===== config.mk =====
export PLATFORM = sky130hd
export DESIGN_NAME = stereo_peak_limiter_top
export DESIGN_NICKNAME = d
export VERILOG_FILES = /design/src/sv/splim_pkg.sv /design/src/sv/splim_ctrl.sv /design/src/sv/splim_dp.sv /design/src/sv/stereo_peak_limiter_top.sv
export SDC_FILE = /design/constraint.sdc
export NUM_CORES = 2
export LEC_CHECK = 0
export CORE_UTILIZATION = 40
export CTS_CLUSTER_DIAMETER = 150
export DETAILED_ROUTE_END_ITERATION = 8
export DONT_BUFFER_PORTS = 1
export MAX_ROUTING_LAYER = met4
export PLACE_DENSITY = 0.56
export SLEW_MARGIN = 20
export SYNTH_ARGS = -nofsm -noshare
export SYNTH_HDL_FRONTEND = slang
export SYNTH_HIERARCHICAL = 1
export SYNTH_SLANG_ARGS = --single-unit

===== constraint.sdc =====
create_clock -name clk -period 19.2 [get_ports clk]
set_clock_uncertainty 0.1 [all_clocks]
set_input_delay 0.96 -clock clk [delete_from_list [all_inputs] [get_ports clk]]
set_output_delay 0.96 -clock clk [all_outputs]
set_load 0.02 [all_outputs]

===== src/sv/splim_pkg.sv =====
`timescale 1ns / 1ps
`default_nettype none

package splim_pkg;

    // Configuration register indexes
    localparam logic [2:0] CFG_ENABLE   = 3'd0;
    localparam logic [2:0] CFG_CHANNELS = 3'd1;
    localparam logic [2:0] CFG_CEILING  = 3'd2;
    localparam logic [2:0] CFG_STRENGTH = 3'd3;
    localparam logic [2:0] CFG_RELEASE  = 3'd4;

    // Fixed-format constants
    localparam int          COEFF_BITS      = 24;
    localparam int          STRENGTH_BITS   = 17;
    localparam int          STRENGTH_FRAC   = 16;
    localparam logic [16:0] STRENGTH_FULL   = 17'd65536;
    localparam logic [23:0] RELEASE_RESET   = 24'd16774300;
    localparam logic [63:0] CEIL_RESET_Q24  = 64'd15790320;
    localparam logic [1:0]  CHANNELS_RESET  = 2'd2;
    localparam logic [1:0]  CHANNELS_MONO   = 2'd1;

    // Shared multiplier operand selection
    typedef enum logic [2:0] {
        MSEL_PG,
        MSEL_REL,
        MSEL_STR,
        MSEL_LEFT,
        MSEL_RIGHT
    } mul_sel_t;

    // Sequencer states
    typedef enum logic [3:0] {
        ST_IDLE,
        ST_PEAK,
        ST_MUL_PG,
        ST_CMP,
        ST_DIV,
        ST_ATT,
        ST_MUL_REL,
        ST_REL,
        ST_MUL_STR,
        ST_STR,
        ST_MUL_L,
        ST_MUL_R,
        ST_SCL_R,
        ST_FINISH
    } state_t;

    // Controller to datapath
    typedef struct packed {
        logic     load_in;
        logic     load_peak;
        logic     mul_en;
        mul_sel_t mul_sel;
        logic     cmp_en;
        logic     div_step;
        logic     att_upd;
        logic     rel_upd;
        logic     str_upd;
        logic     store_l;
        logic     store_r;
        logic     out_load;
    } dp_cmd_t;

    // Datapath to controller
    typedef struct packed {
        logic enable;
        logic over_ceiling;
        logic div_last;
    } dp_status_t;

endpackage

`default_nettype wire


===== src/sv/splim_ctrl.sv =====
`timescale 1ns / 1ps
`default_nettype none

module splim_ctrl
    import splim_pkg::*;
(
    input  wire logic       clk,
    input  wire logic       rst_n,
    input  wire logic       in_valid,
    output logic            in_ready,
    output logic            out_valid,
    input  wire logic       out_ready,
    input  wire dp_status_t status,
    output dp_cmd_t         cmd
);

    state_t state_reg;
    state_t state_next;
    logic   out_valid_reg;
    logic   out_valid_next;
    logic   slot_free;

    // output slot can take a new frame when empty or being drained
    assign slot_free = !out_valid_reg || out_ready;

    // state and output-valid registers
    always_ff @(posedge clk or negedge rst_n)
    begin
        if (!rst_n)
        begin
            state_reg     <= ST_IDLE;
            out_valid_reg <= 1'b0;
        end
        else
        begin
            state_reg     <= state_next;
            out_valid_reg <= out_valid_next;
        end
    end

    // next state
    always_comb
    begin
        state_next = state_reg;
        case (state_reg)
            ST_IDLE:
            begin
                if (in_valid)
                    state_next = status.enable ? ST_PEAK : ST_FINISH;
            end
            ST_PEAK:    state_next = ST_MUL_PG;
            ST_MUL_PG:  state_next = ST_CMP;
            ST_CMP:     state_next = status.over_ceiling ? ST_DIV : ST_MUL_REL;
            ST_DIV:
            begin
                if (status.div_last)
                    state_next = ST_ATT;
            end
            ST_ATT:     state_next = ST_MUL_STR;
            ST_MUL_REL: state_next = ST_REL;
            ST_REL:     state_next = ST_MUL_STR;
            ST_MUL_STR: state_next = ST_STR;
            ST_STR:     state_next = ST_MUL_L;
            ST_MUL_L:   state_next = ST_MUL_R;
            ST_MUL_R:   state_next = ST_SCL_R;
            ST_SCL_R:   state_next = ST_FINISH;
            ST_FINISH:
            begin
                if (slot_free)
                    state_next = ST_IDLE;
            end
            default:    state_next = ST_IDLE;
        endcase
    end

    // commands
    always_comb
    begin
        cmd         = '0;
        cmd.mul_sel = MSEL_PG;
        in_ready    = 1'b0;
        case (state_reg)
            ST_IDLE:
            begin
                in_ready    = 1'b1;
                cmd.load_in = in_valid;
            end
            ST_PEAK:    cmd.load_peak = 1'b1;
            ST_MUL_PG:
            begin
                cmd.mul_en  = 1'b1;
                cmd.mul_sel = MSEL_PG;
            end
            ST_CMP:     cmd.cmp_en = 1'b1;
            ST_DIV:     cmd.div_step = 1'b1;
            ST_ATT:     cmd.att_upd = 1'b1;
            ST_MUL_REL:
            begin
                cmd.mul_en  = 1'b1;
                cmd.mul_sel = MSEL_REL;
            end
            ST_REL:     cmd.rel_upd = 1'b1;
            ST_MUL_STR:
            begin
                cmd.mul_en  = 1'b1;
                cmd.mul_sel = MSEL_STR;
            end
            ST_STR:     cmd.str_upd = 1'b1;
            ST_MUL_L:
            begin
                cmd.mul_en  = 1'b1;
                cmd.mul_sel = MSEL_LEFT;
            end
            ST_MUL_R:
            begin
                cmd.store_l = 1'b1;
                cmd.mul_en  = 1'b1;
                cmd.mul_sel = MSEL_RIGHT;
            end
            ST_SCL_R:   cmd.store_r = 1'b1;
            ST_FINISH:  cmd.out_load = slot_free;
            default:    cmd = '0;
        endcase
    end

    // result valid: set on load, cleared on transfer
    always_comb
    begin
        out_valid_next = out_valid_reg;
        if (cmd.out_load)
            out_valid_next = 1'b1;
        else if (out_ready)
            out_valid_next = 1'b0;
    end

    assign out_valid = out_valid_reg;

endmodule

`default_nettype wire


===== src/sv/splim_dp.sv =====
`timescale 1ns / 1ps
`default_nettype none

module splim_dp
    import splim_pkg::*;
#(
    parameter int SAMPLE_BITS    = 24,
    parameter int GAIN_FRAC_BITS = 24,
    parameter int CFG_BITS       = 25
)
(
    input  wire logic                             clk,
    input  wire logic                             rst_n,
    input  wire dp_cmd_t                          cmd,
    output dp_status_t                            status,
    input  wire logic                             cfg_we,
    input  wire logic [2:0]                       cfg_index,
    input  wire logic [CFG_BITS-1:0]              cfg_data,
    input  wire logic signed [SAMPLE_BITS-1:0]    left_sample,
    input  wire logic signed [SAMPLE_BITS-1:0]    right_sample,
    output logic signed [SAMPLE_BITS-1:0]         left_out,
    output logic signed [SAMPLE_BITS-1:0]         right_out,
    output logic [GAIN_FRAC_BITS:0]               applied_gain,
    output logic                                  attack_taken
);

    localparam int GW     = GAIN_FRAC_BITS + 1;
    localparam int SFRAC  = SAMPLE_BITS - 2;
    localparam int LW     = GW + SFRAC;
    localparam int DW     = SAMPLE_BITS + GAIN_FRAC_BITS;
    localparam int MA     = ((SAMPLE_BITS > COEFF_BITS) ? SAMPLE_BITS : COEFF_BITS) + 1;
    localparam int MB     = GW + 1;
    localparam int PW     = MA + MB;
    localparam int CNTW   = $clog2(GW);
    localparam int CEIL_UP = (GAIN_FRAC_BITS >= 24) ? GAIN_FRAC_BITS - 24 : 0;
    localparam int CEIL_DN = (GAIN_FRAC_BITS < 24) ? 24 - GAIN_FRAC_BITS : 0;

    localparam logic [63:0]           CEIL_RESET_W = (CEIL_RESET_Q24 << CEIL_UP) >> CEIL_DN;
    localparam logic [GW-1:0]         CEIL_RESET   = CEIL_RESET_W[GW-1:0];
    localparam logic [GW-1:0]         GAIN_ONE     = GW'(1) << GAIN_FRAC_BITS;
    localparam logic signed [PW-1:0]  HALF_GAIN    = PW'(1) << (GAIN_FRAC_BITS - 1);
    localparam logic signed [PW-1:0]  HALF_STR     = PW'(1) << (STRENGTH_FRAC - 1);
    localparam logic signed [PW-1:0]  SAMP_MAX_W   = (PW'(1) << (SAMPLE_BITS - 1)) - PW'(1);
    localparam logic signed [PW-1:0]  SAMP_MIN_W   = -SAMP_MAX_W - PW'(1);

    // configuration registers
    logic                     enable_reg;
    logic [1:0]               channels_reg;
    logic [GW-1:0]            ceiling_reg;
    logic [STRENGTH_BITS-1:0] strength_reg;
    logic [COEFF_BITS-1:0]    coeff_reg;

    // frame and working registers
    logic signed [SAMPLE_BITS-1:0] left_reg;
    logic signed [SAMPLE_BITS-1:0] right_reg;
    logic [SAMPLE_BITS-1:0]        peak_reg;
    logic [GW-1:0]                 gain_reg;
    logic [GW-1:0]                 gain_next;
    logic [GW-1:0]                 limit_gain_reg;
    logic [GW-1:0]                 applied_reg;
    logic                          attack_reg;
    logic signed [PW-1:0]          prod_reg;
    logic signed [SAMPLE_BITS-1:0] left_res_reg;
    logic signed [SAMPLE_BITS-1:0] right_res_reg;

    // divider registers
    logic [LW-1:0]   rem_reg;
    logic [DW-1:0]   dsr_reg;
    logic [GW-1:0]   quo_reg;
    logic [CNTW-1:0] cnt_reg;

    // output registers
    logic signed [SAMPLE_BITS-1:0] left_out_reg;
    logic signed [SAMPLE_BITS-1:0] right_out_reg;
    logic [GW-1:0]                 applied_out_reg;
    logic                          attack_out_reg;

    logic                          mono;
    logic [SAMPLE_BITS-1:0]        mag_l;
    logic [SAMPLE_BITS-1:0]        mag_r;
    logic [SAMPLE_BITS-1:0]        peak_next;
    logic [LW-1:0]                 limit;
    logic [STRENGTH_BITS-1:0]      strength_sat;
    logic [GW-1:0]                 headroom;
    logic signed [MA-1:0]          op_a;
    logic signed [MB-1:0]          op_b;
    logic signed [PW-1:0]          prod_str_rnd;
    logic signed [PW-1:0]          scaled;
    logic signed [SAMPLE_BITS-1:0] scaled_sat;
    logic [DW-1:0]                 rem_ext;
    logic                          div_fits;

    // configuration writes
    always_ff @(posedge clk or negedge rst_n)
    begin
        if (!rst_n)
        begin
            enable_reg   <= 1'b1;
            channels_reg <= CHANNELS_RESET;
            ceiling_reg  <= CEIL_RESET;
            strength_reg <= STRENGTH_FULL;
            coeff_reg    <= RELEASE_RESET;
        end
        else if (cfg_we)
        begin
            case (cfg_index)
                CFG_ENABLE:   enable_reg   <= cfg_data[0];
                CFG_CHANNELS: channels_reg <= cfg_data[1:0];
                CFG_CEILING:  ceiling_reg  <= cfg_data[GW-1:0];
                CFG_STRENGTH: strength_reg <= cfg_data[STRENGTH_BITS-1:0];
                CFG_RELEASE:  coeff_reg    <= cfg_data[COEFF_BITS-1:0];
                default:      ;
            endcase
        end
    end

    // limiter gain state
    always_ff @(posedge clk or negedge rst_n)
    begin
        if (!rst_n)
            limit_gain_reg <= GAIN_ONE;
        else if (cmd.att_upd || cmd.rel_upd)
            limit_gain_reg <= gain_next;
    end

    // peak detection
    assign mono      = (channels_reg == CHANNELS_MONO);
    assign mag_l     = left_reg[SAMPLE_BITS-1] ? (~left_reg + 1'b1) : left_reg;
    assign mag_r     = right_reg[SAMPLE_BITS-1] ? (~right_reg + 1'b1) : right_reg;
    assign peak_next = (!mono && (mag_r > mag_l)) ? mag_r : mag_l;
    assign limit     = {ceiling_reg, {SFRAC{1'b0}}};

    assign strength_sat = (strength_reg > STRENGTH_FULL) ? STRENGTH_FULL : strength_reg;
    assign headroom     = GAIN_ONE - gain_reg;

    // shared multiplier operand select
    always_comb
    begin
        case (cmd.mul_sel)
            MSEL_PG:
            begin
                op_a = signed'(MA'(peak_reg));
                op_b = signed'(MB'(gain_reg));
            end
            MSEL_REL:
            begin
                op_a = signed'(MA'(coeff_reg));
                op_b = signed'(MB'(headroom));
            end
            MSEL_STR:
            begin
                op_a = signed'(MA'(strength_sat));
                op_b = signed'(MB'(headroom));
            end
            MSEL_LEFT:
            begin
                op_a = MA'(left_reg);
                op_b = signed'(MB'(applied_reg));
            end
            MSEL_RIGHT:
            begin
                op_a = MA'(right_reg);
                op_b = signed'(MB'(applied_reg));
            end
            default:
            begin
                op_a = '0;
                op_b = '0;
            end
        endcase
    end

    // gain update: attack quotient or exponential release
    assign gain_next = cmd.att_upd ? quo_reg : (GAIN_ONE - prod_reg[COEFF_BITS +: GW]);

    // strength blend rounding
    assign prod_str_rnd = prod_reg + HALF_STR;

    // sample scaling: round half up, then saturate
    assign scaled = (prod_reg + HALF_GAIN) >>> GAIN_FRAC_BITS;
    always_comb
    begin
        if (scaled > SAMP_MAX_W)
            scaled_sat = SAMP_MAX_W[SAMPLE_BITS-1:0];
        else if (scaled < SAMP_MIN_W)
            scaled_sat = SAMP_MIN_W[SAMPLE_BITS-1:0];
        else
            scaled_sat = scaled[SAMPLE_BITS-1:0];
    end

    // restoring divider, one quotient bit per cycle
    assign rem_ext  = DW'(rem_reg);
    assign div_fits = (rem_ext >= dsr_reg);

    // working registers
    always_ff @(posedge clk)
    begin
        if (cmd.load_in)
        begin
            left_reg  <= left_sample;
            right_reg <= right_sample;
        end
        if (cmd.load_peak)
        begin
            peak_reg <= peak_next;
            gain_reg <= (limit_gain_reg > GAIN_ONE) ? GAIN_ONE : limit_gain_reg;
        end
        if (cmd.mul_en)
            prod_reg <= op_a * op_b;
        if (cmd.cmp_en)
        begin
            attack_reg <= status.over_ceiling;
            rem_reg    <= limit;
            dsr_reg    <= {peak_reg, {GAIN_FRAC_BITS{1'b0}}};
            quo_reg    <= '0;
            cnt_reg    <= CNTW'(GAIN_FRAC_BITS);
        end
        if (cmd.div_step)
        begin
            if (div_fits)
                rem_reg <= rem_reg - dsr_reg[LW-1:0];
            quo_reg <= {quo_reg[GW-2:0], div_fits};
            dsr_reg <= dsr_reg >> 1;
            cnt_reg <= cnt_reg - 1'b1;
        end
        if (cmd.att_upd || cmd.rel_upd)
            gain_reg <= gain_next;
        if (cmd.str_upd)
            applied_reg <= GAIN_ONE - prod_str_rnd[STRENGTH_FRAC +: GW];
        if (cmd.store_l)
            left_res_reg <= scaled_sat;
        if (cmd.store_r)
            right_res_reg <= scaled_sat;
    end

    // output register, bypass and mono selection
    always_ff @(posedge clk)
    begin
        if (cmd.out_load)
        begin
            if (!enable_reg)
            begin
                left_out_reg    <= left_reg;
                right_out_reg   <= right_reg;
                applied_out_reg <= GAIN_ONE;
                attack_out_reg  <= 1'b0;
            end
            else
            begin
                left_out_reg    <= left_res_reg;
                right_out_reg   <= mono ? right_reg : right_res_reg;
                applied_out_reg <= applied_reg;
                attack_out_reg  <= attack_reg;
            end
        end
    end

    assign status.enable       = enable_reg;
    assign status.over_ceiling = ($unsigned(prod_reg) > PW'(limit));
    assign status.div_last     = (cnt_reg == '0);

    assign left_out     = left_out_reg;
    assign right_out    = right_out_reg;
    assign applied_gain = applied_out_reg;
    assign attack_taken = attack_out_reg;

endmodule

`default_nettype wire


===== src/sv/stereo_peak_limiter_top.sv =====
`timescale 1ns / 1ps
`default_nettype none
// Stereo peak limiter: instant attack, exponential release.
// Input channel: in_valid/in_ready carry one stereo frame (left_sample,
// right_sample). Output channel: out_valid/out_ready carry left_out,
// right_out, applied_gain and attack_taken. Register writes use
// cfg_valid/cfg_ready with cfg_index and cfg_data; cfg_ready is always high.
// One frame is processed at a time by a sequencer around one shared
// multiplier and a restoring divider; the divider yields one quotient bit
// per cycle and runs only on attack, while release uses the multiplier.
// Bypass frames skip from idle straight to the finish state.
// in_ready rises together with out_valid, so the next frame can be taken
// while the result is first offered on the output channel.
// The result sits in an output register; the next frame is taken and
// processed while it waits, and a finished frame holds until the output
// slot frees. A stalled receiver thus stalls input after one further frame.
// Reset restores register defaults (limiting on, stereo, ceiling about -0.53 dB,
// full strength) and a limiter gain of 1.0; no result is pending.

module stereo_peak_limiter_top
    import splim_pkg::*;
#(
    parameter int SAMPLE_BITS    = 24,
    parameter int GAIN_FRAC_BITS = 24
)
(
    input  wire logic                                  clk,
    input  wire logic                                  rst_n,
    input  wire logic                                  in_valid,
    output logic                                       in_ready,
    input  wire logic signed [SAMPLE_BITS-1:0]         left_sample,
    input  wire logic signed [SAMPLE_BITS-1:0]         right_sample,
    output logic                                       out_valid,
    input  wire logic                                  out_ready,
    output logic signed [SAMPLE_BITS-1:0]              left_out,
    output logic signed [SAMPLE_BITS-1:0]              right_out,
    output logic [GAIN_FRAC_BITS:0]                    applied_gain,
    output logic                                       attack_taken,
    input  wire logic                                  cfg_valid,
    output logic                                       cfg_ready,
    input  wire logic [2:0]                            cfg_index,
    input  wire logic [((GAIN_FRAC_BITS >= COEFF_BITS) ? GAIN_FRAC_BITS + 1 : COEFF_BITS)-1:0]
                                                       cfg_data
);

    localparam int CFG_BITS = (GAIN_FRAC_BITS >= COEFF_BITS) ? GAIN_FRAC_BITS + 1 : COEFF_BITS;

    dp_cmd_t    cmd;
    dp_status_t status;

    // register writes are always taken
    assign cfg_ready = 1'b1;

    splim_ctrl u_ctrl (
        .clk       (clk),
        .rst_n     (rst_n),
        .in_valid  (in_valid),
        .in_ready  (in_ready),
        .out_valid (out_valid),
        .out_ready (out_ready),
        .status    (status),
        .cmd       (cmd)
    );

    splim_dp #(
        .SAMPLE_BITS    (SAMPLE_BITS),
        .GAIN_FRAC_BITS (GAIN_FRAC_BITS),
        .CFG_BITS       (CFG_BITS)
    ) u_dp (
        .clk          (clk),
        .rst_n        (rst_n),
        .cmd          (cmd),
        .status       (status),
        .cfg_we       (cfg_valid && cfg_ready),
        .cfg_index    (cfg_index),
        .cfg_data     (cfg_data),
        .left_sample  (left_sample),
        .right_sample (right_sample),
        .left_out     (left_out),
        .right_out    (right_out),
        .applied_gain (applied_gain),
        .attack_taken (attack_taken)
    );

endmodule

`default_nettype wire


# After elaboration in Yosys (flattened, before gate mapping)
# Index checks and enable logic that the tools add are counted.
# classes
n_lt_le_gt_ge	7
muxes	44
multipliers	1
n_bitwise	2
eq_ne	25
n_reduce_logical	21
add_sub_neg	9
# op_table
op	count
47-bit 2-to-1 mux	5
24-bit 2-to-1 mux	8
25-bit 2-to-1 mux	6
25-bit one-hot mux with 5 select lines	1
25-bit one-hot mux with 3 select lines	1
25-bit subtractor (first input constant)	3
4-bit one-hot mux with 13 select lines	1
51-bit by 25-bit adder with 51-bit output (second input constant)	1
51-bit by 47-bit greater-than comparator with 1-bit output	1
25-bit by 26-bit multiplier with 51-bit output	1
24-bit by 1-bit adder with 24-bit output (second input constant)	2
47-bit by 48-bit greater-or-equal comparator with 1-bit output	1
24-bit inverter	2
47-bit subtractor	1
41-bit by 17-bit adder with 41-bit output (second input constant)	1
27-bit by 24-bit greater-than comparator with 1-bit output (second input constant)	1
27-bit by 24-bit < comparator with 1-bit output (second input constant)	1
25-bit greater-than comparator (second input constant)	1
4-bit equality test (second input constant)	6
24-bit greater-than comparator	1
4-bit one-hot mux with 5 select lines	1
17-bit greater-than comparator (second input constant)	1
17-bit 2-to-1 mux	1
4-bit by 3-bit equality test with 1-bit output (second input constant)	4
other kinds (23)	57
# word_totals
ff_bits	520
elab_cells	135
input_bits	81

# Depth between registers and ports, before layout
# logic_depth
ltp_word	6
depth_mapped	39
mapped_depth_nobuf	36

# Modules after synthesis
# Netlist, hierarchy kept.
# by_module_without_submodules
module	n_inst	area_each_um2	cells_per_inst
splim_dp	1	48086.1	4974
splim_ctrl	1	516.7	59
stereo_peak_limiter_top	1	11.3	2

# Worst setup path before layout
# No wires, ideal clock.
# synth_timing
path_type	register to register
startpoint	register u_dp.gain_reg[0]
endpoint	register u_dp.prod_reg[48], data pin
path_slack_ps	9551
synth_period_minus_slack_ps	9649
required_ps	18835
arrival_ps	9284
stages_incl_launch_ff	36
cell_sequence	edfxtp_1 inv_1 ha_1 or3b_1 or4_4 or3_4 or3_4 or3_1 maj3_2 clkinv_1 a222oi_1 o21ai_4 buf_6 nand2_2 fa_1 inv_1 fa_1 inv_1 fa_1 fa_1 inv_1 fa_1 fa_1 inv_1 fa_1 inv_1 ha_1 and3_1 clkbuf_1 nand2b_1 o21ai_0 a31o_2 a31oi_1 o41a_1 o21ai_0 xor2_1
# synth_via
elab_chain_cells	3
# synth_rtl
element	line_no	source
start: declaration	splim_dp.sv:57	logic [GW-1:0] gain_reg;
start signal: assignment	splim_dp.sv:206	gain_reg <= (limit_gain_reg > GAIN_ONE) ? GAIN_ONE : limit_gain_reg;
start signal: assignment	splim_dp.sv:227	gain_reg <= gain_next;
25-bit subtractor	splim_dp.sv:134	assign headroom = GAIN_ONE - gain_reg;
25-bit one-hot mux with 3 select lines *	splim_dp.sv:139	case (cmd.mul_sel)
25-bit by 26-bit multiplier with 51-bit output *	splim_dp.sv:209	prod_reg <= op_a * op_b;
end signal: assignment	splim_dp.sv:209	
end: declaration	splim_dp.sv:62	logic signed [PW-1:0] prod_reg;
# Every way passes the cells marked *; elsewhere a longest branch is shown, timed or not.
# A chain may end at the register's enable or synchronous reset.

==> flow_summary.json <==
{
  "outcome": "complete, no violations",
  "die_w_um": 351,
  "reg2reg_to": "u_dp/prod_reg[50]",
  "synth_top_area_cell": "edfxtp_1",
  "rsz0062_at_grt": "false",
  "path_class": "reg2reg",
  "cts_sinks": 520,
  "area_delta_synth_final_pct": 8.82,
  "r2r_cells": 33,
  "finalHoldViolCount": 0,
  "grt_pass1_wl_mm": 244,
  "final_area_mm2": 0.0529,
  "grt.total_usage_pct": 27.9,
  "clk_pin_slew_worst_paths_ns": 0.06,
  "tritoncts": "yes",
  "placed_cell_area_mm2": 0.0506,
  "finalWeightedCongestion": 0.975,
  "dp_hpwl_mm": 127,
  "path_common_cell": "fa_1",
  "final_common_cell": "inv_1",
  "grt_pass1_vias": 36800,
  "htreeDepth": 2,
  "coreArea_mm2": 0.120,
  "syn_inst": 5035,
  "crit_path_max_fanout": 46,
  "ff2ff_setup_slack_ns": 7.31,
  "antenna_left": 0,
  "ys_seq_area_share_pct": 30.2,
  "wl_per_cell_um": 25.0,
  "drt_iter0_markers": 3436,
  "critPathLaunchType": "flop",
  "largest_register_ffs": 51,
  "seq_area_mm2": 0.0147,
  "setup_viol": 0,
  "grt_overflow": 0,
  "port_buffers": 0,
  "synth_top_area_share_pct": 23.0,
  "cts-root-buf": "clkbuf_16",
  "fin_nets": 5877,
  "timing.fmax_mhz": 84.1,
  "syn_avg_cell_area_um2": 9.66,
  "finalSetupTns_ns": 0,
  "fill_cells": 11600,
  "cts_buffers": 61,
  "worstMarginPinSlew_ns": 1.25,
  "drv_slew": 0,
  "async_flop_share_pct": 19.0,
  "cp_data_required_time_ns": 19.51,
  "slowest_stage": "and4_1",
  "period_needed_ns": 11.89,
  "netlist_area_mm2": 0.0486,
  "routed-via-count": 36900,
  "layout-drive-gt1-share_pct": 8.59,
  "yosys_warnings": 6,
  "antenna_found_initial": 13,
  "synth_ff_type": "edfxtp_1",
  "ioPinCount": 158,
  "initial_core_util_pct": 40.4,
  "rows": 127,
  "grt_max_degree": 85,
  "holdWs_ns": 0.0401,
  "crit_path_end_kind": "flop",
  "postCtsSetupRepairBufs": 0,
  "synth_edf_count": 373,
  "synth_cell_type_count": 95,
  "drc": 0,
  "multi_input_area_mm2": 0.0301,
  "hold_class": "in2async",
  "mostFrequentLayoutCells": "inv_1, nand2_1, fa_1",
  "synth_seq_cells": 520,
  "slowest_delay_ns": 0.81,
  "cts_max_path_buffers": 3,
  "drv_cap": 0,
  "arrival_ns": 12.20,
  "slew_headroom_pct": 16.4,
  "period_share_pct": 61.9,
  "via_per_inst": 5.55,
  "ys_top_cells_by_area": "edfxtp_1, fa_1, ha_1, inv_1, nand2_1",
  "detail_route.first_pass.iterations": 6,
  "die_h_um": 351,
  "design.die.area_mm2": 0.123,
  "reg2reg_from": "u_ctrl/state_reg[3]",
  "syn_nets": 5958,
  "wl_mm": 166,
  "clk_latency_ns": 0.71
}
==> layer usage <==
layer | track usage, % | wire (um) | up-vias
li1 | - | - | 16300
met1 | 36.2 | 69100 | 18700
met2 | 42.7 | 74500 | 1484
met3 | 6.43 | 15300 | 347
met4 | 9.73 | 6850 | 0
met5 | - | 0 | -
==> through the flow <==
stage               util (%)  instances  worst slack [ns]
finish                  44.0       6637              7.31
global route            44.0       6626              6.71
CTS                     43.9       6619              7.34
detailed placement      42.0       6501              7.46
global placement        42.0       6501              7.64
floorplan                  -       5035              9.55
==> cell usage after synthesis (33+ instances only) <==
library cell  number
inv_1            810
nand2_1          569
fa_1             527
nor2_1           437
edfxtp_1         373
ha_1             315
clkbuf_1         205
o21ai_0          205
a21oi_1          181
mux2_2           121
xnor2_1          119
and2_1           104
xor2_1           102
a21o_1            75
dfrtp_1           66
nand3_1           58
mux2i_1           52
dfxtp_1           48
nand4_1           41
o21a_1            40
or3_1             39
nand2b_1          37
a22oi_1           36
nor3_1            34
dfstp_2           33
==> critical path: cells and delay by family (launching register included) <==
family | cells | cell delay [ns]
AO/OA/AOI/OAI | 8 | 2.50
XOR/XNOR | 1 | 0.14
adder cells (fa/ha/maj) | 8 | 3.96
buffers and inverters | 8 | 1.51
flip-flops | 1 | 0.76
AND/OR/NAND/NOR | 8 | 2.53
==> final cells by class <==
cell class | instances | share of cell area [%]
multi-input combinational | 3465 | 57.0
sequential | 520 | 27.8
inverter | 813 | 5.77
tap | 1612 | 3.81
clock buffer | 71 | 2.96
timing repair buffer | 93 | 1.38
clock inverter | 45 | 1.26
antenna | 18 | 0.0851
==> timing repair <==
| item | in CTS | in global routing |
|---|---|---|
| hold buffers | 2 | 0 |
| setup endpoints to repair | 0 | 0 |
| endpoints found under the hold margin | 66 | 0 |
| resized for setup | 0 | 0 |
==> worst max-delay path by stage <==
stage                             start  depth (start not counted)  slack [ns]                end
global route        u_ctrl/state_reg[3]                         34        6.71  u_dp/prod_reg[49]
finish              u_ctrl/state_reg[3]                         33        7.31  u_dp/prod_reg[50]
detailed placement  u_ctrl/state_reg[3]                         33        7.46  u_dp/prod_reg[50]
floorplan              u_dp/gain_reg[0]                         35        9.55  u_dp/prod_reg[48]
CTS                 u_ctrl/state_reg[3]                         33        7.34  u_dp/prod_reg[50]
global placement    u_ctrl/state_reg[3]                         33        7.64  u_dp/prod_reg[50]
==> cells by family (layout without fill, tap and decap cells) <==
logic type	after synthesis	count (layout)	synth area share (%)
simple gates	1485	1485	14.0
buf+inv	1050	1022	8.26
compound gates	722	722	9.39
mux	174	174	3.92
xor+xnor	221	221	3.98
fa+ha+maj	862	862	30.2
flops	520	520	30.2
other cells	1	19	0.00771
Power is not shown: default switching activity piles up to over one toggle a cycle in this logic, so the estimate is an artifact.
